===== config.mk =====
export PLATFORM = sky130hd
export DESIGN_NAME = can_module_wakeup_responder_top_flat
export DESIGN_NICKNAME = d
export VERILOG_FILES = /design/src/rtl/cmwr_pkg.sv /design/src/rtl/cmwr_in_if.sv /design/src/rtl/cmwr_out_if.sv /design/src/rtl/cmwr_cfg_regs.sv /design/src/rtl/cmwr_dev_table.sv /design/src/rtl/can_module_wakeup_responder_top.sv /design/src/flat_wrapper.sv
export SDC_FILE = /design/constraint.sdc
export NUM_CORES = 1
export LEC_CHECK = 0
export BUFFER_PORTS_ARGS = -buffer_cell sky130_fd_sc_hd__buf_2
export CORE_MARGIN = 2
export CORE_UTILIZATION = 45
export DETAILED_ROUTE_END_ITERATION = 8
export SLEW_MARGIN = 25
export SYNTH_ARGS = -nofsm -noshare
export SYNTH_HDL_FRONTEND = slang
export SYNTH_SLANG_ARGS = --single-unit

===== constraint.sdc =====
create_clock -name clk -period 9.8 [get_ports clk]
set_input_delay 1.96 -clock clk [delete_from_list [all_inputs] [get_ports clk]]
set_output_delay 1.96 -clock clk [all_outputs]
set_load 0.1 [all_outputs]

===== src/rtl/cmwr_pkg.sv =====
`timescale 1ns / 1ps

package cmwr_pkg;

  // Received frame checks
  localparam logic [7:0] CMD_WAKE   = 8'h37;
  localparam logic [7:0] CMD_CONFIG = 8'h31;
  localparam logic [7:0] MAGIC_ZERO = 8'h53;
  localparam logic [7:0] MAGIC_ONE  = 8'h38;
  localparam logic [7:0] KEY_OFFSET = 8'h38;
  localparam logic [3:0] LEN_FULL   = 4'd8;

  // Transmitted frame identifiers
  localparam logic [28:0] ID_BOOT  = 29'h0036_0300;
  localparam logic [28:0] ID_PING  = 29'h0030_0300;
  localparam logic [28:0] ID_WAKE3 = 29'h0001_0300;
  localparam logic [28:0] ID_SETUP = 29'h0000_0300;

  // Transmitted frame lengths
  localparam logic [3:0] LEN_NONE  = 4'd0;
  localparam logic [3:0] LEN_WAKE  = 4'd5;
  localparam logic [3:0] LEN_WAKE3 = 4'd7;

  // Payload bytes
  localparam logic [7:0] WAKE_ONE_BYTE   = 8'hE4;
  localparam logic [7:0] WAKE_TWO_BYTE   = 8'h11;
  localparam logic [7:0] WAKE_THREE_BYTE = 8'h0C;
  localparam logic [7:0] SETUP_BYTE      = 8'h0B;
  localparam logic [7:0] SEL_LEN_ONE     = 8'h02;
  localparam logic [7:0] SEL_LEN_TWO     = 8'h03;
  localparam logic [7:0] SEL_LEN_THREE   = 8'h04;
  localparam logic [7:0] SEL_CYC_ONE     = 8'h05;
  localparam logic [7:0] SEL_CYC_TWO     = 8'h06;
  localparam logic [7:0] SEL_CYC_THREE   = 8'h07;

  // Register indexes
  localparam logic [2:0] REG_BUS_ONE_LENGTH   = 3'd0;
  localparam logic [2:0] REG_BUS_TWO_LENGTH   = 3'd1;
  localparam logic [2:0] REG_BUS_THREE_LENGTH = 3'd2;
  localparam logic [2:0] REG_BUS_ONE_CYCLE    = 3'd3;
  localparam logic [2:0] REG_BUS_TWO_CYCLE    = 3'd4;
  localparam logic [2:0] REG_BUS_THREE_CYCLE  = 3'd5;
  localparam logic [2:0] REG_NEEDED_DEVICES   = 3'd6;

  // Result kinds, in emission order
  localparam int NUM_KINDS = 12;
  localparam logic [3:0] K_BOOT      = 4'd0;
  localparam logic [3:0] K_WAKE_ONE  = 4'd1;
  localparam logic [3:0] K_WAKE_TWO  = 4'd2;
  localparam logic [3:0] K_WAKE_THR  = 4'd3;
  localparam logic [3:0] K_PING      = 4'd4;
  localparam logic [3:0] K_LEN_ONE   = 4'd5;
  localparam logic [3:0] K_LEN_TWO   = 4'd6;
  localparam logic [3:0] K_LEN_THR   = 4'd7;
  localparam logic [3:0] K_CYC_ONE   = 4'd8;
  localparam logic [3:0] K_CYC_TWO   = 4'd9;
  localparam logic [3:0] K_CYC_THR   = 4'd10;
  localparam logic [3:0] K_FIN       = 4'd11;

  typedef logic [NUM_KINDS-1:0] kind_mask_t;

  typedef struct packed {
    logic [2:0][7:0] bus_len;
    logic [2:0][9:0] bus_cycle;
    logic [7:0]      needed;
  } cfg_t;

  typedef struct packed {
    logic        present;
    logic [28:0] id;
    logic [3:0]  len;
    logic [63:0] payload;
    logic        fin;
  } frame_t;

  typedef struct packed {
    logic        search;
    logic        store;
    logic [15:0] key;
  } tbl_req_t;

  typedef struct packed {
    logic done;
    logic hit;
  } tbl_rsp_t;

  function automatic logic [63:0] setup_payload(input logic [7:0] h, input logic [7:0] l,
                                                input logic [7:0] sel, input logic [7:0] hi,
                                                input logic [7:0] lo);
    return {MAGIC_ZERO, MAGIC_ONE, h, l, SETUP_BYTE, sel, hi, lo};
  endfunction

  function automatic logic [7:0] cyc_hi(input logic [9:0] cyc);
    return {6'd0, cyc[9:8]};
  endfunction

  // One result of the given kind
  function automatic frame_t build_frame(input logic [3:0] kind, input logic [7:0] h,
                                         input logic [7:0] l, input cfg_t cfg);
    frame_t f;
    f         = '0;
    f.present = 1'b1;
    case (kind)
      K_BOOT: begin
        f.id = ID_BOOT;
      end
      K_PING: begin
        f.id = ID_PING;
      end
      K_WAKE_ONE: begin
        f.id      = ID_BOOT;
        f.len     = LEN_WAKE;
        f.payload = {MAGIC_ZERO, MAGIC_ONE, h, l, WAKE_ONE_BYTE, 24'd0};
      end
      K_WAKE_TWO: begin
        f.id      = ID_BOOT;
        f.len     = LEN_WAKE;
        f.payload = {MAGIC_ZERO, MAGIC_ONE, h, l, WAKE_TWO_BYTE, 24'd0};
      end
      K_WAKE_THR: begin
        f.id      = ID_WAKE3;
        f.len     = LEN_WAKE3;
        f.payload = {MAGIC_ZERO, MAGIC_ONE, h, l, WAKE_THREE_BYTE, 8'd0, l, 8'd0};
      end
      K_LEN_ONE: begin
        f.id      = ID_SETUP;
        f.len     = LEN_FULL;
        f.payload = setup_payload(h, l, SEL_LEN_ONE, 8'd0, cfg.bus_len[0]);
      end
      K_LEN_TWO: begin
        f.id      = ID_SETUP;
        f.len     = LEN_FULL;
        f.payload = setup_payload(h, l, SEL_LEN_TWO, 8'd0, cfg.bus_len[1]);
      end
      K_LEN_THR: begin
        f.id      = ID_SETUP;
        f.len     = LEN_FULL;
        f.payload = setup_payload(h, l, SEL_LEN_THREE, 8'd0, cfg.bus_len[2]);
      end
      K_CYC_ONE: begin
        f.id      = ID_SETUP;
        f.len     = LEN_FULL;
        f.payload = setup_payload(h, l, SEL_CYC_ONE, cyc_hi(cfg.bus_cycle[0]),
                                  cfg.bus_cycle[0][7:0]);
      end
      K_CYC_TWO: begin
        f.id      = ID_SETUP;
        f.len     = LEN_FULL;
        f.payload = setup_payload(h, l, SEL_CYC_TWO, cyc_hi(cfg.bus_cycle[1]),
                                  cfg.bus_cycle[1][7:0]);
      end
      K_CYC_THR: begin
        f.id      = ID_SETUP;
        f.len     = LEN_FULL;
        f.payload = setup_payload(h, l, SEL_CYC_THREE, cyc_hi(cfg.bus_cycle[2]),
                                  cfg.bus_cycle[2][7:0]);
      end
      default: begin
        // finished marker
        f.present = 1'b0;
        f.fin     = 1'b1;
      end
    endcase
    return f;
  endfunction

endpackage


===== src/rtl/cmwr_in_if.sv =====
`timescale 1ns / 1ps

interface cmwr_in_if;
  logic        valid;
  logic        ready;
  logic        command;
  logic        is_extended;
  logic [28:0] rx_identifier;
  logic [3:0]  rx_length;
  logic [7:0]  rx_byte_zero;
  logic [7:0]  rx_byte_one;
  logic [7:0]  rx_byte_two;
  logic [7:0]  rx_byte_three;

  modport source (
    output valid, command, is_extended, rx_identifier, rx_length,
           rx_byte_zero, rx_byte_one, rx_byte_two, rx_byte_three,
    input  ready
  );

  modport sink (
    input  valid, command, is_extended, rx_identifier, rx_length,
           rx_byte_zero, rx_byte_one, rx_byte_two, rx_byte_three,
    output ready
  );
endinterface


===== src/rtl/cmwr_out_if.sv =====
`timescale 1ns / 1ps

interface cmwr_out_if;
  logic        valid;
  logic        ready;
  logic        frame_present;
  logic [28:0] tx_identifier;
  logic [3:0]  tx_length;
  logic [63:0] tx_payload;
  logic        last_of_run;
  logic        finished;

  modport source (
    output valid, frame_present, tx_identifier, tx_length, tx_payload,
           last_of_run, finished,
    input  ready
  );

  modport sink (
    input  valid, frame_present, tx_identifier, tx_length, tx_payload,
           last_of_run, finished,
    output ready
  );
endinterface


===== src/rtl/cmwr_cfg_regs.sv =====
`timescale 1ns / 1ps

module cmwr_cfg_regs
  import cmwr_pkg::*;
(
  input  logic        clk,
  input  logic        rst_n,
  input  logic        psel,
  input  logic        penable,
  input  logic        pwrite,
  input  logic [4:0]  paddr,
  input  logic [31:0] pwdata,
  output logic [31:0] prdata,
  output cfg_t        cfg
);

  cfg_t       cfg_r;
  logic       wr_en;
  logic [2:0] reg_idx;

  assign wr_en   = psel & penable & pwrite;
  assign reg_idx = paddr[4:2];
  assign cfg     = cfg_r;

  // Register writes
  always_ff @(posedge clk) begin
    if (!rst_n) begin
      cfg_r        <= '0;
      cfg_r.needed <= 8'd1;
    end else if (wr_en) begin
      case (reg_idx)
        REG_BUS_ONE_LENGTH:   cfg_r.bus_len[0]   <= pwdata[7:0];
        REG_BUS_TWO_LENGTH:   cfg_r.bus_len[1]   <= pwdata[7:0];
        REG_BUS_THREE_LENGTH: cfg_r.bus_len[2]   <= pwdata[7:0];
        REG_BUS_ONE_CYCLE:    cfg_r.bus_cycle[0] <= pwdata[9:0];
        REG_BUS_TWO_CYCLE:    cfg_r.bus_cycle[1] <= pwdata[9:0];
        REG_BUS_THREE_CYCLE:  cfg_r.bus_cycle[2] <= pwdata[9:0];
        REG_NEEDED_DEVICES:   cfg_r.needed       <= pwdata[7:0];
        default: ;
      endcase
    end
  end

  // Read mux
  always_comb begin
    case (reg_idx)
      REG_BUS_ONE_LENGTH:   prdata = {24'd0, cfg_r.bus_len[0]};
      REG_BUS_TWO_LENGTH:   prdata = {24'd0, cfg_r.bus_len[1]};
      REG_BUS_THREE_LENGTH: prdata = {24'd0, cfg_r.bus_len[2]};
      REG_BUS_ONE_CYCLE:    prdata = {22'd0, cfg_r.bus_cycle[0]};
      REG_BUS_TWO_CYCLE:    prdata = {22'd0, cfg_r.bus_cycle[1]};
      REG_BUS_THREE_CYCLE:  prdata = {22'd0, cfg_r.bus_cycle[2]};
      REG_NEEDED_DEVICES:   prdata = {24'd0, cfg_r.needed};
      default:              prdata = '0;
    endcase
  end

endmodule


===== src/rtl/cmwr_dev_table.sv =====
`timescale 1ns / 1ps

// Known-device table. Entries fill in order, so the fill count marks the
// valid ones. A search walks the filled entries one per cycle through a
// single registered read port and a single 16-bit comparator.
module cmwr_dev_table
  import cmwr_pkg::*;
#(
  parameter int DEPTH = 16
) (
  input  logic     clk,
  input  logic     rst_n,
  input  tbl_req_t req,
  output tbl_rsp_t rsp
);

  localparam int IW = (DEPTH > 1) ? $clog2(DEPTH) : 1;
  localparam int CW = $clog2(DEPTH + 1);

  logic [15:0]   mem [DEPTH];
  logic [15:0]   key_r;
  logic [15:0]   rd_r;
  logic [CW-1:0] fill_r;
  logic [IW-1:0] idx_r;
  logic          busy_r;
  logic          rd_vld_r;
  logic          rd_last_r;
  logic          done_r;
  logic          hit_r;
  logic          last_issue;
  logic          has_room;
  logic          match;

  assign last_issue = ((CW'(idx_r) + CW'(1)) == fill_r);
  assign has_room   = (fill_r < CW'(DEPTH));
  assign match      = rd_vld_r && (rd_r == key_r);
  assign rsp.done   = done_r;
  assign rsp.hit    = hit_r;

  // Search sequencer and fill count
  always_ff @(posedge clk) begin
    if (!rst_n) begin
      busy_r   <= 1'b0;
      rd_vld_r <= 1'b0;
      done_r   <= 1'b0;
      fill_r   <= '0;
    end else begin
      done_r <= 1'b0;
      if (req.search) begin
        key_r    <= req.key;
        idx_r    <= '0;
        rd_vld_r <= 1'b0;
        if (fill_r == '0) begin
          done_r <= 1'b1;
          hit_r  <= 1'b0;
        end else begin
          busy_r <= 1'b1;
        end
      end else begin
        // issue stage
        rd_vld_r  <= busy_r;
        rd_last_r <= last_issue;
        if (busy_r) begin
          idx_r <= idx_r + IW'(1);
          if (last_issue) begin
            busy_r <= 1'b0;
          end
        end
        // compare stage
        if (match) begin
          done_r   <= 1'b1;
          hit_r    <= 1'b1;
          busy_r   <= 1'b0;
          rd_vld_r <= 1'b0;
        end else if (rd_vld_r && rd_last_r) begin
          done_r <= 1'b1;
          hit_r  <= 1'b0;
        end
      end
      if (req.store && has_room) begin
        fill_r <= fill_r + CW'(1);
      end
    end
  end

  // Storage: one write and one registered read per cycle
  always_ff @(posedge clk) begin
    if (req.store && has_room) begin
      mem[fill_r[IW-1:0]] <= key_r;
    end
    rd_r <= mem[idx_r];
  end

endmodule


===== src/rtl/can_module_wakeup_responder_top.sv =====
`timescale 1ns / 1ps

// Channel  | Ports                       | Role
// ---------+-----------------------------+----------------------------------
// input    | in_if (valid/ready)         | start request or received frame
// result   | out_if (valid/ready)        | frames to send, finished marker
// config   | psel/penable/pwrite/paddr.. | APB writes, registers at 4*index
//
// An input is taken only while the control FSM is idle. A checked 0x31/0x37
// frame walks the device table, one entry per cycle.
// Results then leave one per cycle from the output register while out ready
// is high; up to seven per input. Reset clears the table fill count, device
// count and halt flag. A stalled output holds its register.
module can_module_wakeup_responder_top
  import cmwr_pkg::*;
#(
  parameter int TABLE_DEPTH = 16
) (
  input  logic             clk,
  input  logic             rst_n,
  cmwr_in_if.sink          in_if,
  cmwr_out_if.source       out_if,
  input  logic             psel,
  input  logic             penable,
  input  logic             pwrite,
  input  logic [4:0]       paddr,
  input  logic [31:0]      pwdata,
  output logic [31:0]      prdata,
  output logic             pready
);

  typedef enum logic [2:0] {
    S_IDLE = 3'b001,
    S_SRCH = 3'b010,
    S_EMIT = 3'b100
  } state_t;

  state_t     state_r;
  cfg_t       cfg;
  tbl_req_t   tbl_req;
  tbl_rsp_t   tbl_rsp;
  kind_mask_t mask_r;
  kind_mask_t sel_onehot;
  kind_mask_t setup_mask;
  logic [3:0] sel_kind;
  logic [7:0] h_r;
  logic [7:0] l_r;
  logic [7:0] count_r;
  logic [7:0] count_nxt;
  logic       halted_r;
  logic       is_wake_r;
  logic       in_acc;
  logic       frame_ok;
  logic       go_search;
  logic [7:0] cmd_byte;
  logic       fin_now;
  logic       out_load;
  logic       out_valid_r;
  frame_t     out_frame_r;
  logic       out_last_r;

  assign pready = 1'b1;

  cmwr_cfg_regs u_cfg (
    .clk     (clk),
    .rst_n   (rst_n),
    .psel    (psel),
    .penable (penable),
    .pwrite  (pwrite),
    .paddr   (paddr),
    .pwdata  (pwdata),
    .prdata  (prdata),
    .cfg     (cfg)
  );

  cmwr_dev_table #(
    .DEPTH (TABLE_DEPTH)
  ) u_table (
    .clk   (clk),
    .rst_n (rst_n),
    .req   (tbl_req),
    .rsp   (tbl_rsp)
  );

  // Input decode
  assign in_if.ready = (state_r == S_IDLE);
  assign in_acc      = in_if.valid && in_if.ready;
  assign cmd_byte    = in_if.rx_identifier[23:16];
  assign frame_ok    = in_if.is_extended && (in_if.rx_length == LEN_FULL) &&
                       (in_if.rx_byte_zero == MAGIC_ZERO) &&
                       (in_if.rx_byte_one == MAGIC_ONE) &&
                       ((cmd_byte == CMD_WAKE) || (cmd_byte == CMD_CONFIG));
  assign go_search   = in_acc && !halted_r && in_if.command && frame_ok;

  assign tbl_req.search = go_search;
  assign tbl_req.key    = {in_if.rx_byte_two - KEY_OFFSET, in_if.rx_byte_three};
  assign tbl_req.store  = (state_r == S_SRCH) && tbl_rsp.done && !is_wake_r && !tbl_rsp.hit;

  // Device count after this frame
  assign count_nxt = (!tbl_rsp.hit && (count_r != 8'hFF)) ? count_r + 8'd1 : count_r;
  assign fin_now   = (count_nxt >= cfg.needed);

  // Setup frames for nonzero settings
  always_comb begin
    setup_mask                   = '0;
    setup_mask[K_LEN_ONE]        = (cfg.bus_len[0] != '0);
    setup_mask[K_LEN_TWO]        = (cfg.bus_len[1] != '0);
    setup_mask[K_LEN_THR]        = (cfg.bus_len[2] != '0);
    setup_mask[K_CYC_ONE]        = (cfg.bus_cycle[0] != '0);
    setup_mask[K_CYC_TWO]        = (cfg.bus_cycle[1] != '0);
    setup_mask[K_CYC_THR]        = (cfg.bus_cycle[2] != '0);
  end

  // Lowest pending kind goes next
  always_comb begin
    sel_kind   = K_FIN;
    sel_onehot = '0;
    for (int i = NUM_KINDS - 1; i >= 0; i--) begin
      if (mask_r[i]) begin
        sel_kind   = 4'(i);
        sel_onehot = kind_mask_t'(1) << i;
      end
    end
  end

  assign out_load = (state_r == S_EMIT) && (!out_valid_r || out_if.ready);

  // Control sequencer
  always_ff @(posedge clk) begin
    if (!rst_n) begin
      state_r  <= S_IDLE;
      halted_r <= 1'b0;
      count_r  <= '0;
      mask_r   <= '0;
    end else begin
      case (state_r)
        S_IDLE: begin
          if (in_acc) begin
            h_r       <= in_if.rx_byte_two;
            l_r       <= in_if.rx_byte_three;
            is_wake_r <= (cmd_byte == CMD_WAKE);
            if (!halted_r && !in_if.command) begin
              mask_r  <= '0;
              mask_r[K_BOOT] <= 1'b1;
              mask_r[K_PING] <= 1'b1;
              state_r <= S_EMIT;
            end else if (go_search) begin
              state_r <= S_SRCH;
            end
          end
        end
        S_SRCH: begin
          if (tbl_rsp.done) begin
            if (is_wake_r) begin
              if (tbl_rsp.hit) begin
                state_r <= S_IDLE;
              end else begin
                mask_r             <= '0;
                mask_r[K_WAKE_ONE] <= 1'b1;
                mask_r[K_WAKE_TWO] <= 1'b1;
                mask_r[K_WAKE_THR] <= 1'b1;
                mask_r[K_PING]     <= 1'b1;
                state_r            <= S_EMIT;
              end
            end else begin
              count_r <= count_nxt;
              mask_r  <= (tbl_rsp.hit ? kind_mask_t'(0) : setup_mask) |
                         (fin_now ? (kind_mask_t'(1) << K_FIN) : kind_mask_t'(0));
              if (fin_now) begin
                halted_r <= 1'b1;
              end
              if (fin_now || (!tbl_rsp.hit && (setup_mask != '0))) begin
                state_r <= S_EMIT;
              end else begin
                state_r <= S_IDLE;
              end
            end
          end
        end
        S_EMIT: begin
          if (out_load) begin
            mask_r <= mask_r & ~sel_onehot;
            if ((mask_r & ~sel_onehot) == '0) begin
              state_r <= S_IDLE;
            end
          end
        end
        default: begin
          state_r <= S_IDLE;
        end
      endcase
    end
  end

  // Output register
  always_ff @(posedge clk) begin
    if (!rst_n) begin
      out_valid_r <= 1'b0;
    end else if (out_load) begin
      out_valid_r <= 1'b1;
    end else if (out_if.ready) begin
      out_valid_r <= 1'b0;
    end
  end

  always_ff @(posedge clk) begin
    if (out_load) begin
      out_frame_r <= build_frame(sel_kind, h_r, l_r, cfg);
      out_last_r  <= ((mask_r & ~sel_onehot) == '0);
    end
  end

  assign out_if.valid         = out_valid_r;
  assign out_if.frame_present = out_frame_r.present;
  assign out_if.tx_identifier = out_frame_r.id;
  assign out_if.tx_length     = out_frame_r.len;
  assign out_if.tx_payload    = out_frame_r.payload;
  assign out_if.last_of_run   = out_last_r;
  assign out_if.finished      = out_frame_r.fin;

endmodule


===== src/flat_wrapper.sv =====
// flat-port wrapper written by rule: the top's interface ports become plain ports
module can_module_wakeup_responder_top_flat import cmwr_pkg::*;
#(
  parameter int TABLE_DEPTH = 16
)
  (clk, rst_n, psel, penable, pwrite, paddr, pwdata, prdata, pready, in_if_valid, in_if_command, in_if_is_extended, in_if_rx_identifier, in_if_rx_length, in_if_rx_byte_zero, in_if_rx_byte_one, in_if_rx_byte_two, in_if_rx_byte_three, in_if_ready, out_if_valid, out_if_frame_present, out_if_tx_identifier, out_if_tx_length, out_if_tx_payload, out_if_last_of_run, out_if_finished, out_if_ready);
  cmwr_in_if in_if_i ();
  cmwr_out_if out_if_i ();
  input  logic clk;
  input  logic rst_n;
  input  logic psel;
  input  logic penable;
  input  logic pwrite;
  input  logic [4:0] paddr;
  input  logic [31:0] pwdata;
  output logic [31:0] prdata;
  output logic pready;
  input wire logic [$bits(in_if_i.valid)-1:0] in_if_valid;
  input wire logic [$bits(in_if_i.command)-1:0] in_if_command;
  input wire logic [$bits(in_if_i.is_extended)-1:0] in_if_is_extended;
  input wire logic [$bits(in_if_i.rx_identifier)-1:0] in_if_rx_identifier;
  input wire logic [$bits(in_if_i.rx_length)-1:0] in_if_rx_length;
  input wire logic [$bits(in_if_i.rx_byte_zero)-1:0] in_if_rx_byte_zero;
  input wire logic [$bits(in_if_i.rx_byte_one)-1:0] in_if_rx_byte_one;
  input wire logic [$bits(in_if_i.rx_byte_two)-1:0] in_if_rx_byte_two;
  input wire logic [$bits(in_if_i.rx_byte_three)-1:0] in_if_rx_byte_three;
  output wire logic [$bits(in_if_i.ready)-1:0] in_if_ready;
  output wire logic [$bits(out_if_i.valid)-1:0] out_if_valid;
  output wire logic [$bits(out_if_i.frame_present)-1:0] out_if_frame_present;
  output wire logic [$bits(out_if_i.tx_identifier)-1:0] out_if_tx_identifier;
  output wire logic [$bits(out_if_i.tx_length)-1:0] out_if_tx_length;
  output wire logic [$bits(out_if_i.tx_payload)-1:0] out_if_tx_payload;
  output wire logic [$bits(out_if_i.last_of_run)-1:0] out_if_last_of_run;
  output wire logic [$bits(out_if_i.finished)-1:0] out_if_finished;
  input wire logic [$bits(out_if_i.ready)-1:0] out_if_ready;
  assign in_if_i.valid = in_if_valid;
  assign in_if_i.command = in_if_command;
  assign in_if_i.is_extended = in_if_is_extended;
  assign in_if_i.rx_identifier = in_if_rx_identifier;
  assign in_if_i.rx_length = in_if_rx_length;
  assign in_if_i.rx_byte_zero = in_if_rx_byte_zero;
  assign in_if_i.rx_byte_one = in_if_rx_byte_one;
  assign in_if_i.rx_byte_two = in_if_rx_byte_two;
  assign in_if_i.rx_byte_three = in_if_rx_byte_three;
  assign in_if_ready = in_if_i.ready;
  assign out_if_valid = out_if_i.valid;
  assign out_if_frame_present = out_if_i.frame_present;
  assign out_if_tx_identifier = out_if_i.tx_identifier;
  assign out_if_tx_length = out_if_i.tx_length;
  assign out_if_tx_payload = out_if_i.tx_payload;
  assign out_if_last_of_run = out_if_i.last_of_run;
  assign out_if_finished = out_if_i.finished;
  assign out_if_i.ready = out_if_ready;
  can_module_wakeup_responder_top #(.TABLE_DEPTH(TABLE_DEPTH)) u_core (.clk(clk), .rst_n(rst_n), .in_if(in_if_i), .out_if(out_if_i), .psel(psel), .penable(penable), .pwrite(pwrite), .paddr(paddr), .pwdata(pwdata), .prdata(prdata), .pready(pready));
endmodule

Word-level counts from Yosys, hierarchy flattened
Memories as Yosys holds them, arrays and structs flattened. A register that Yosys moved wholly into a read port is not among the register bits.
Index checks and enable logic that the tools add are counted.
Operators by class
  add/subtract/negate cells: 5
  magnitude comparators: 2
  eq/ne operators: 36
  multiplexer cells: 66
  bitwise logic cells: 8
  reductions and logical operators: 61
Operator list (count)
  case mux 68 bit (9 select lines): 1
  2-to-1 mux 12 bit: 19
  case mux 22 bit (4 select lines): 1
  case mux 10 bit (7 select lines): 1
  2-to-1 mux 4 bit: 9
  case mux 12 bit (3 select lines): 1
  nonzero test 10 bit: 3
  2-to-1 mux 3 bit: 9
  == test 8 x 6 -> 1 bit, second input constant: 3
  nonzero test 8 bit: 3
  2-to-1 mux 1 bit: 20
  AND reduction 2 bit: 10
  logical AND 1 bit: 18
  == test 16 bit: 1
  == test 4 x 3 -> 1 bit, second input constant: 4
  == test 4 bit, second input constant: 4
  AND 12 bit: 1
  == test 3 bit, second input constant: 4
  zero test 12 bit: 1
  != test 2 bit, second input constant: 6
  inverter 12 bit: 1
  OR 12 bit: 1
  nonzero test 12 bit: 1
  2-to-1 mux 11 bit: 1
  other kinds (35): 55
Storage, ports and cells
  flip-flop bits (word level): 234
  RAM bits: 256
  bits of input ports: 111
  output and inout port bits: 135
  memories: 1
Memories
  u_core.u_table.mem: depth 16, bits a word 16, read ports 1, clocked after Yosys merged registers in 1, wr ports 1, RTL line cmwr_dev_table.sv:20  | logic [15:0] mem [DEPTH];

Depth between registers and ports, before layout
Gate-level depths: netlist (run 1).
  word-level depth: 18
  mapped depth: 12
  depth with buffers taken out: 12

Cells and area by module
Synthesis (run 1) repeated with hierarchy kept, for this count alone.
Unflattened totals
  cell total of the unflattened synthesis: 1462
  area total of the unflattened synthesis: 20033.0 µm²
By module, submodules not included
  cmwr_dev_table: instances 1, cells each 628, area an instance 11751.3 µm²
  can_module_wakeup_responder_top: instances 1, cells each 536, area an instance 5280.1 µm²
  cmwr_cfg_regs: instances 1, cells each 298, area an instance 3001.6 µm²

Least setup slack after synthesis (run 1)
No wires, ideal clock.
  path kind: input to output
  start: in paddr[2]
  end: out prdata[8]
  arrival time: 5.256 ns
  path slack: 2.584 ns
  stages: 5
  path buffers: 3
  cells stage by stage: clkbuf_1 > buf_1 > clkbuf_1 > mux2i_1 > o21ai_0
On the way
  cells in the longest elaborated chain, start to end: 2
Ends and longest elaborated chain
  start: declaration: RTL line flat_wrapper.sv:14  | input logic [4:0] paddr;
  == test 3 bit (tied with other cells): RTL line cmwr_cfg_regs.sv:46  | case (reg_idx)
  case mux 10 bit (7 select lines) *: RTL line cmwr_cfg_regs.sv:46
  end: declaration: RTL line flat_wrapper.sv:16  | output logic [31:0] prdata;
Mark *: on every way between the ends. The rest lies on a longest branch, timed or not.

Final worst setup path (run 1)
  start: in paddr[2]
  end: out prdata[5]
The elaborated chain is that of the path after synthesis.

==> results of run 1 <==
-- final cells by class --
| class | count | share of cell area |
|---|---|---|
| Clock buffer | 68 | 0.0609 |
| Sequential cell | 457 | 0.561 |
| Tap cell | 585 | 0.0326 |
| Multi-Input combinational cell | 784 | 0.291 |
| Timing Repair Buffer | 169 | 0.0408 |
| Clock inverter | 21 | 0.00975 |
| Antenna cell | 1 | 0.000111 |
| Inverter | 19 | 0.00317 |
-- cell usage in the layout (no fill, tap or decap), types with 19 or more instances in the layout --
| cell type | instances |
|---|---|
| a21oi_1 | 25 |
| and2_1 | 44 |
| buf_2 | 141 |
| buf_4 | 28 |
| clkbuf_16 | 50 |
| conb_1 | 59 |
| dfxtp_1 | 111 |
| edfxtp_1 | 346 |
| mux2i_1 | 71 |
| mux4_2 | 83 |
| nand2_1 | 60 |
| nand3_1 | 30 |
| nor2_1 | 48 |
| nor2b_1 | 58 |
| nor4_1 | 19 |
| o21ai_0 | 27 |
| xnor2_1 | 29 |
-- synth_stat cells (4+ instances only) --
cell type	instances	area share
edfxtp_1	346	0.53
dfxtp_1	111	0.11
mux4_2	83	0.094
buf_4	72	0.027
mux2i_1	71	0.036
nand2_1	60	0.011
nor2_1	60	0.011
nor2b_1	58	0.018
clkbuf_1	55	0.010
and2_1	45	0.014
nand3_1	30	0.0076
xnor2_1	29	0.013
o21ai_0	27	0.0068
a21oi_1	25	0.0063
nor3_1	23	0.0058
nor4_1	19	0.0060
inv_1	18	0.0034
a21boi_0	15	0.0057
ha_1	15	0.0095
xor2_1	14	0.0062
and3_1	12	0.0038
buf_2	12	0.0030
nand2b_1	10	0.0032
nand4_1	10	0.0032
mux2_2	8	0.0046
a22o_1	7	0.0031
a31oi_1	6	0.0019
a21o_1	5	0.0019
a32o_1	5	0.0025
o211ai_1	5	0.0019
o21a_1	5	0.0019
o22ai_1	5	0.0016
a221oi_1	4	0.0018
and3b_1	4	0.0018
o221ai_1	4	0.0018
-- layer usage --
layer  share of wire  vias up  GRT usage
met4           0.029        0     0.0776
met5               0        -          0
li1                -     5281          -
met1            0.41     5863      0.277
met2            0.51      321      0.361
met3           0.051       91     0.0306
-- worst max path at each step --
stage	to	slack (ns)
finish	prdata[5]	3.91
global route	prdata[6]	3.81
CTS	prdata[5]	3.95
detailed placement	prdata[5]	3.97
global placement	prdata[0]	3.91
floorplan	prdata[8]	2.58
-- worst max-delay path, stage by stage --
cell,delay [ns]
buf_2,0.61
nor2b_1,0.51
a22o_1,0.21
nand2_1,0.05
o221ai_1,0.10
buf_2,0.46
-- report_power, final --
group	switching (mW)	internal (mW)
Clock	0.743	1.08
Sequential	0.0525	2.15
Combinational	0.705	0.198
-- metrics by stage --
step | setup WS [ns] | area, sq um | util
final | 3.91 | 22500 | 0.519
after global routing | 3.81 | 22500 | 0.519
after CTS | 3.95 | 22500 | 0.519
after detailed placement | 3.97 | 20900 | 0.482
after global placement | 3.91 | 20900 | 0.482
after floorplan | 2.58 | 20000 | -
-- cells by family (layout without fill, tap and decap cells) --
family | Yosys count | in the layout
XOR/XNOR | 43 | 43
other | 2 | 60
adder cells (fa/ha/maj) | 16 | 16
multiplexers | 162 | 162
AND/OR/NAND/NOR | 357 | 357
AO/OA/AOI/OAI | 147 | 147
flip-flops | 457 | 457
buffers and inverters | 163 | 277
-- sequential cells by signal (all words and copies together), names as in the netlist, 5 cells and up --
name	count
u_core.count_r	8
u_core.u_table.rd_r	16
u_core.u_table.fill_r	5
u_core.l_r	8
u_core.u_cfg.cfg	62
u_core.u_table.key_r	16
u_core.mask_r	12
u_core.u_table.mem	256
u_core.out_if.tx_payload	42
u_core.h_r	8
==> summary.txt, run 1 <==
STA
  – F_max: approximately 0.17 GHz
  – RSZ-0062 raised after global routing: no
  – Fin. max-slew vios: 0
  – Period minus WS final: 5.89 ns
  – Fin. Hold Viols: 0
  – Worst Tran Pin Value: about 1.0 ns
  – Hold_ws: between 0.4 and 0.5 ns
  – Fin Clk Skew: 0.0105 ns
  – Max_slew headroom: 0.309
  – Setup TNS: 0 ns
  – Final setup viols: 0
  – Period utilization: 0.601

Clock network
  – Max Buffers Root-to-Sink: 3
  – Clock slew at reported path FFs: roughly 0.060 ns
  – CTS tree: done
  – # clock sinks: ~460
  – # Post-CTS Setup Buffers: 0
  – H-tree depth: 2
  – CTS-repair resized insts: 0
  – # hold bufs at CTS: 0
  – Root Driver: clkbuf_16
  – Num CTS Buffers: 48
  – Clock Latency Late Sink: 0.58 ns

Pwr
  – Leak: 7.86 nW
  – Pwr Density: 219 mW/mm^2
  – Total Power: a little under 5 mW
  – Max VDD drop: 0.000133 V

Logic synthesis
  – Ys async rst share: 0
  – Synth Cell Area: around 0.020 sq mm
  – Post-Synth XOR/XNOR Area: 0.0190
  – Mean Syn Cell Area: 14.7 sq um
  – Synth Area in Compound Gates: 0.0536
  – Yosys warnings: 0
  – Yosys reg bits: 457
  – Simple logic cell fraction of the synthesized area: 0.0983
  – Post-synthesis sequential area ratio: 0.638
  – Post-Syn Instances: 1,347
  – Post-synth EDFFs: 346
  – Synth Area in Adders: 0.00999
  – Main synth FF type: edfxtp_1
  – Distinct cells, synth: 75
  – Post-synthesis mux area share: 0.135
  – Largest family of logic cells by synthesized area: multiplexers

Global routing
  – All-layer global routing usage: 0.212
  – Largest net degree at the start of global routing: 100
  – Grt ovf: 0
  – First-pass GRT wire length: 70,600 um
  – Vias in the first global route: 11,400
  – Initial antenna violation count: 1

Hold path
  – Hold_sp: u_core.mask_r[11]
  – Worst Hold Class: reg -> reg
  – WHS Path Cells: 2
  – Hold Path Sink: u_core.mask_r[11]

Setup path
  – Critical Path RT: 7.84 ns
  – Worst-case reg-to-reg path depth: 12
  – Worst R2R Setup Slack: 5.97 ns
  – Critical Path Source Type: primary input
  – R2r endpoint: u_core.state_r[2]
  – Crit path from: paddr[2]
  – Type of the worst setup path: in -> out
  – R2r startpoint: u_core.count_r[0]
  – CP arrival: 3.93 ns
  – Crit Path Max Fanout: 37
  – Worst setup EP type: output port

Final layout
  – Multi-input gate area: 0.00654 sq mm
  – Layout cells sized above 1: 0.239
  – Area grow syn2layout: 13.6%
  – Nets: 1,605
  – Register area: around 0.013 sq mm
  – Non-filler cells, final: 2,104
  – Fill cells: 3,612

Route
  – Post-route ant nets: 0
  – Routed WL: between 40,000 and 50,000 um
  – Total number of vias: 11,600
  – Via density: 5.49
  – DRC violation count after routing: 0
  – Initial DRT Pass Iterations: 5
  – WL per Instance: 22.7 um
  – First DRT Iteration DRCs: 935

Placement
  – Port Buffer Count: 141
  – Final Wtd Congestion: 0.871
  – Dpl cells: 2,014
  – HPWL after DPL: 30,600 um

Floorplanning
  – Core ar.: 0.0433 sq mm
  – IO Pins: ~250
  – DIE AREA: around 0.046 sq mm
  – Die extent in y: 214 um
  – # rows: 76
  – Initial Util: 0.457
  – Die Wd: 214 um

Flow run
  – Max-cap violations: 0

Status
  – Run status: completed
Power figures use the tool's default switching activity.
==> run 2: changes to the inputs <==
--- a/config.mk
+++ b/config.mk
@@ -9,6 +9,7 @@
 export CORE_MARGIN = 2
 export CORE_UTILIZATION = 45
 export DETAILED_ROUTE_END_ITERATION = 8
+export PLACE_DENSITY = 0.67
 export SLEW_MARGIN = 25
 export SYNTH_ARGS = -nofsm -noshare
 export SYNTH_HDL_FRONTEND = slang
==> constraint.sdc (replaced) <==
create_clock -name clk -period 5.01 [get_ports clk]
set_input_delay 1.002 -clock clk [delete_from_list [all_inputs] [get_ports clk]]
set_output_delay 1.002 -clock clk [all_outputs]
set_load 0.1 [all_outputs]
==> run 2 against run 1 <==
Net effect:
- sequential cell count stayed put
- global-route usage shrank 0.35 points
- combinational power grew 100%
- total power grew 92%
- worst setup slack got worse by 2.6 ns
- core utilization fell by 0.10 points
- clock power is 84% higher
==> summary.txt, run 2 (synthesized netlist as in run 1, its figures left out) <==
STA
  – Fin. max-slew vios: 0 (unchanged)
  – Final setup viols: 0 (unchanged)
  – Fin. Hold Viols: 0 (unchanged)
  – Fin Clk Skew: 0.0153 ns (+0.00479 ns)
  – Setup ws final: 1.26 ns (-2.65 ns)
  – F_max: 0.267 GHz
  – Setup TNS: 0 ns (unchanged)
  – Period utilization: 0.748
  – Max_slew headroom: 0.296 (-0.0125)
  – Period minus WS final: 3.75 ns
  – RSZ-0062 raised after global routing: no
  – Hold_ws: 0.487 ns (+0.00179 ns)
  – Worst Tran Pin Value: 1.06 ns (+0.0187 ns)

Setup path
  – R2r startpoint: u_core.count_r[0]
  – R2r endpoint: u_core.state_r[2]
  – Slowest CP cell: nor2b_1
  – CP arrival: 2.74 ns (-1.19 ns)
  – Critical Path Source Type: primary input
  – CP delay by family, top: buffers and inverters
  – CP peak stage delay: 0.48 ns (-0.13 ns)
  – Worst Path Buf+Inv: 2 (unchanged)
  – Crit-path cells: buf_2 > nor2b_1 > a22o_1 > nand2_1 > o221ai_1 > buf_2
  – Worst setup EP type: output port
  – Most frequent CP cell: buf_2
  – Type of the worst setup path: in -> out
  – Worst-case reg-to-reg path depth: 12 (unchanged)
  – Critical Path RT: 4.01 ns (-3.83 ns)
  – Crit Path Max Fanout: 20 (-46%)
  – Worst R2R Setup Slack: 1.31 ns (-4.66 ns)

Global routing
  – Met1 Resource Use GR: 0.256 (-0.0211)
  – Initial antenna violation count: 2 (+1)
  – First-pass GRT wire length: 70,200 um (-0.53%)
  – Met2 GRT Util: 0.369 (+0.00795)
  – Grt ovf: 0 (unchanged)
  – Met3 Use GR: 0.0376 (+0.00703)
  – GR peak layer: met2
  – Largest net degree at the start of global routing: 101 (+1.0%)
  – All-layer global routing usage: 0.208 (-0.00351)
  – Vias in the first global route: 11,800 (+3.9%)

Pwr
  – Max VDD drop: 0.000261 V (+97%)
  – Pwr Density: 422 mW/mm^2 (+93%)
  – Comb power frac: 0.194 (+0.011)
  – Psw: 2.94 mW (+96%)
  – Clk pwr share: 0.354 (-0.016)
  – Int Power: 6.54 mW (+91%)
  – Leak: 7.87 nW (+0.19%)
  – Seq pwr share: 0.453 (+0.006)
  – Net Sw Frac: 0.310 (+0.00545)

Floorplanning
  – DIE AREA: 0.0457 sq mm (unchanged)
  – # rows: 76 (unchanged)
  – Die Wd: 214 um (unchanged)
  – Initial Util: 0.457 (unchanged)
  – IO Pins: 246 (unchanged)
  – Die extent in y: 214 um (unchanged)
  – Core ar.: 0.0433 sq mm (unchanged)

Route
  – DRC violation count after routing: 0 (unchanged)
  – Total number of vias: 11,800 (+1.8%)
  – First DRT Iteration DRCs: 866 (-7.4%)
  – Post-route ant nets: 0 (unchanged)
  – Via density: 5.57 (+1.4%)
  – Routed WL: 47,100 um (-1.5%)
  – WL per Instance: 22.3 um (-1.9%)
  – Initial DRT Pass Iterations: 5 (unchanged)

Clock network
  – # Post-CTS Setup Buffers: 0 (unchanged)
  – Clock Latency Late Sink: 0.58 ns (about the same)
  – H-tree depth: 2 (unchanged)
  – CTS-repair resized insts: 0 (unchanged)
  – Clock slew at reported path FFs: 0.06 ns (about the same)
  – # hold bufs at CTS: 0 (unchanged)
  – Root Driver: clkbuf_16
  – Num CTS Buffers: 47 (-2.1%)
  – CTS tree: done
  – Max Buffers Root-to-Sink: 3 (unchanged)
  – # clock sinks: 457 (unchanged)

Hold path
  – WHS Path Cells: 2 (unchanged)
  – Hold Path Sink: u_core.mask_r[11]
  – Hold_sp: u_core.mask_r[11]
  – Worst Hold Class: reg -> reg

Placement
  – HPWL after DPL: 30,600 um (about the same)
  – Final Wtd Congestion: 0.888 (+1.9%)
  – DP Worst Slack: 1.30 ns (-2.67 ns)
  – Port Buffer Count: 141 (unchanged)

Final layout
  – Nets: 1,614 (+0.56%)
  – Commonest cells after routing, fill and taps aside: 346 x edfxtp_1, 141 x buf_2, 111 x dfxtp_1, 83 x mux4_2, 71 x mux2i_1
  – Final core occ: 0.518 (-0.00101)
  – Most common cell after layout, fill and taps aside: edfxtp_1
  – Max reg flops: 256 (unchanged)
  – Layout cells sized above 1: 0.231 (-0.00846)
  – Area grow syn2layout: 13.3%

Status
  – Run status: completed

Flow run
  – Max-cap violations: 0 (unchanged)
## run 2: stage by stage
step                      power [mW]  instances  instance area, sq um
after detailed placement        6.20       2024                 20900
after floorplan                 5.78       1404                 20000
final                           9.47       2112                 22400
after global placement          6.18       2024                 20900
after CTS                       9.55       2111                 22400
after global routing            9.82       2111                 22400
## run 2: metal layers
metal | vias up | share of wire | wire length, um
met5 | - | 0 | 0
li1 | 5285 | - | -
met4 | 0 | 0.031 | 1460
met3 | 100 | 0.051 | 2390
met2 | 363 | 0.52 | 24700
met1 | 6018 | 0.39 | 18600
## run 2: worst min-delay path, cell delays in order, from the launching register on
cell and delay [ns]:
dfxtp_1 0.33, nand2_1 0.05, o21ai_0 0.06
## run 2: power groups by stage
stage | registers [mW] | logic, mW | clock network [mW]
global placement | 4.36 | 1.81 | 0
finish | 4.29 | 1.83 | 3.35
CTS | 4.29 | 1.84 | 3.42
detailed placement | 4.37 | 1.83 | 0
global route | 4.30 | 1.95 | 3.57
floorplan | 4.60 | 1.18 | 0
## run 2: area by class of cell
class	count	area (sq um)
well taps	585	732
repair buffers	179	1020
fillers	3572	20800
multi-input cells	784	6510
clock inverters	13	109
inverters	19	71.3
flip-flops and latches	457	12600
diodes	1	2.50
clock buffers	74	1370
## run 2: how the worst max path moves through the flow
stage                           start                end  cells after the start
floorplan                    paddr[2]          prdata[0]                      5
global placement             paddr[2]          prdata[0]                      6
CTS                          paddr[2]          prdata[0]                      6
finish                       paddr[2]          prdata[5]                      6
detailed placement           paddr[2]          prdata[0]                      6
global route        u_core.count_r[0]  u_core.state_r[2]                     12
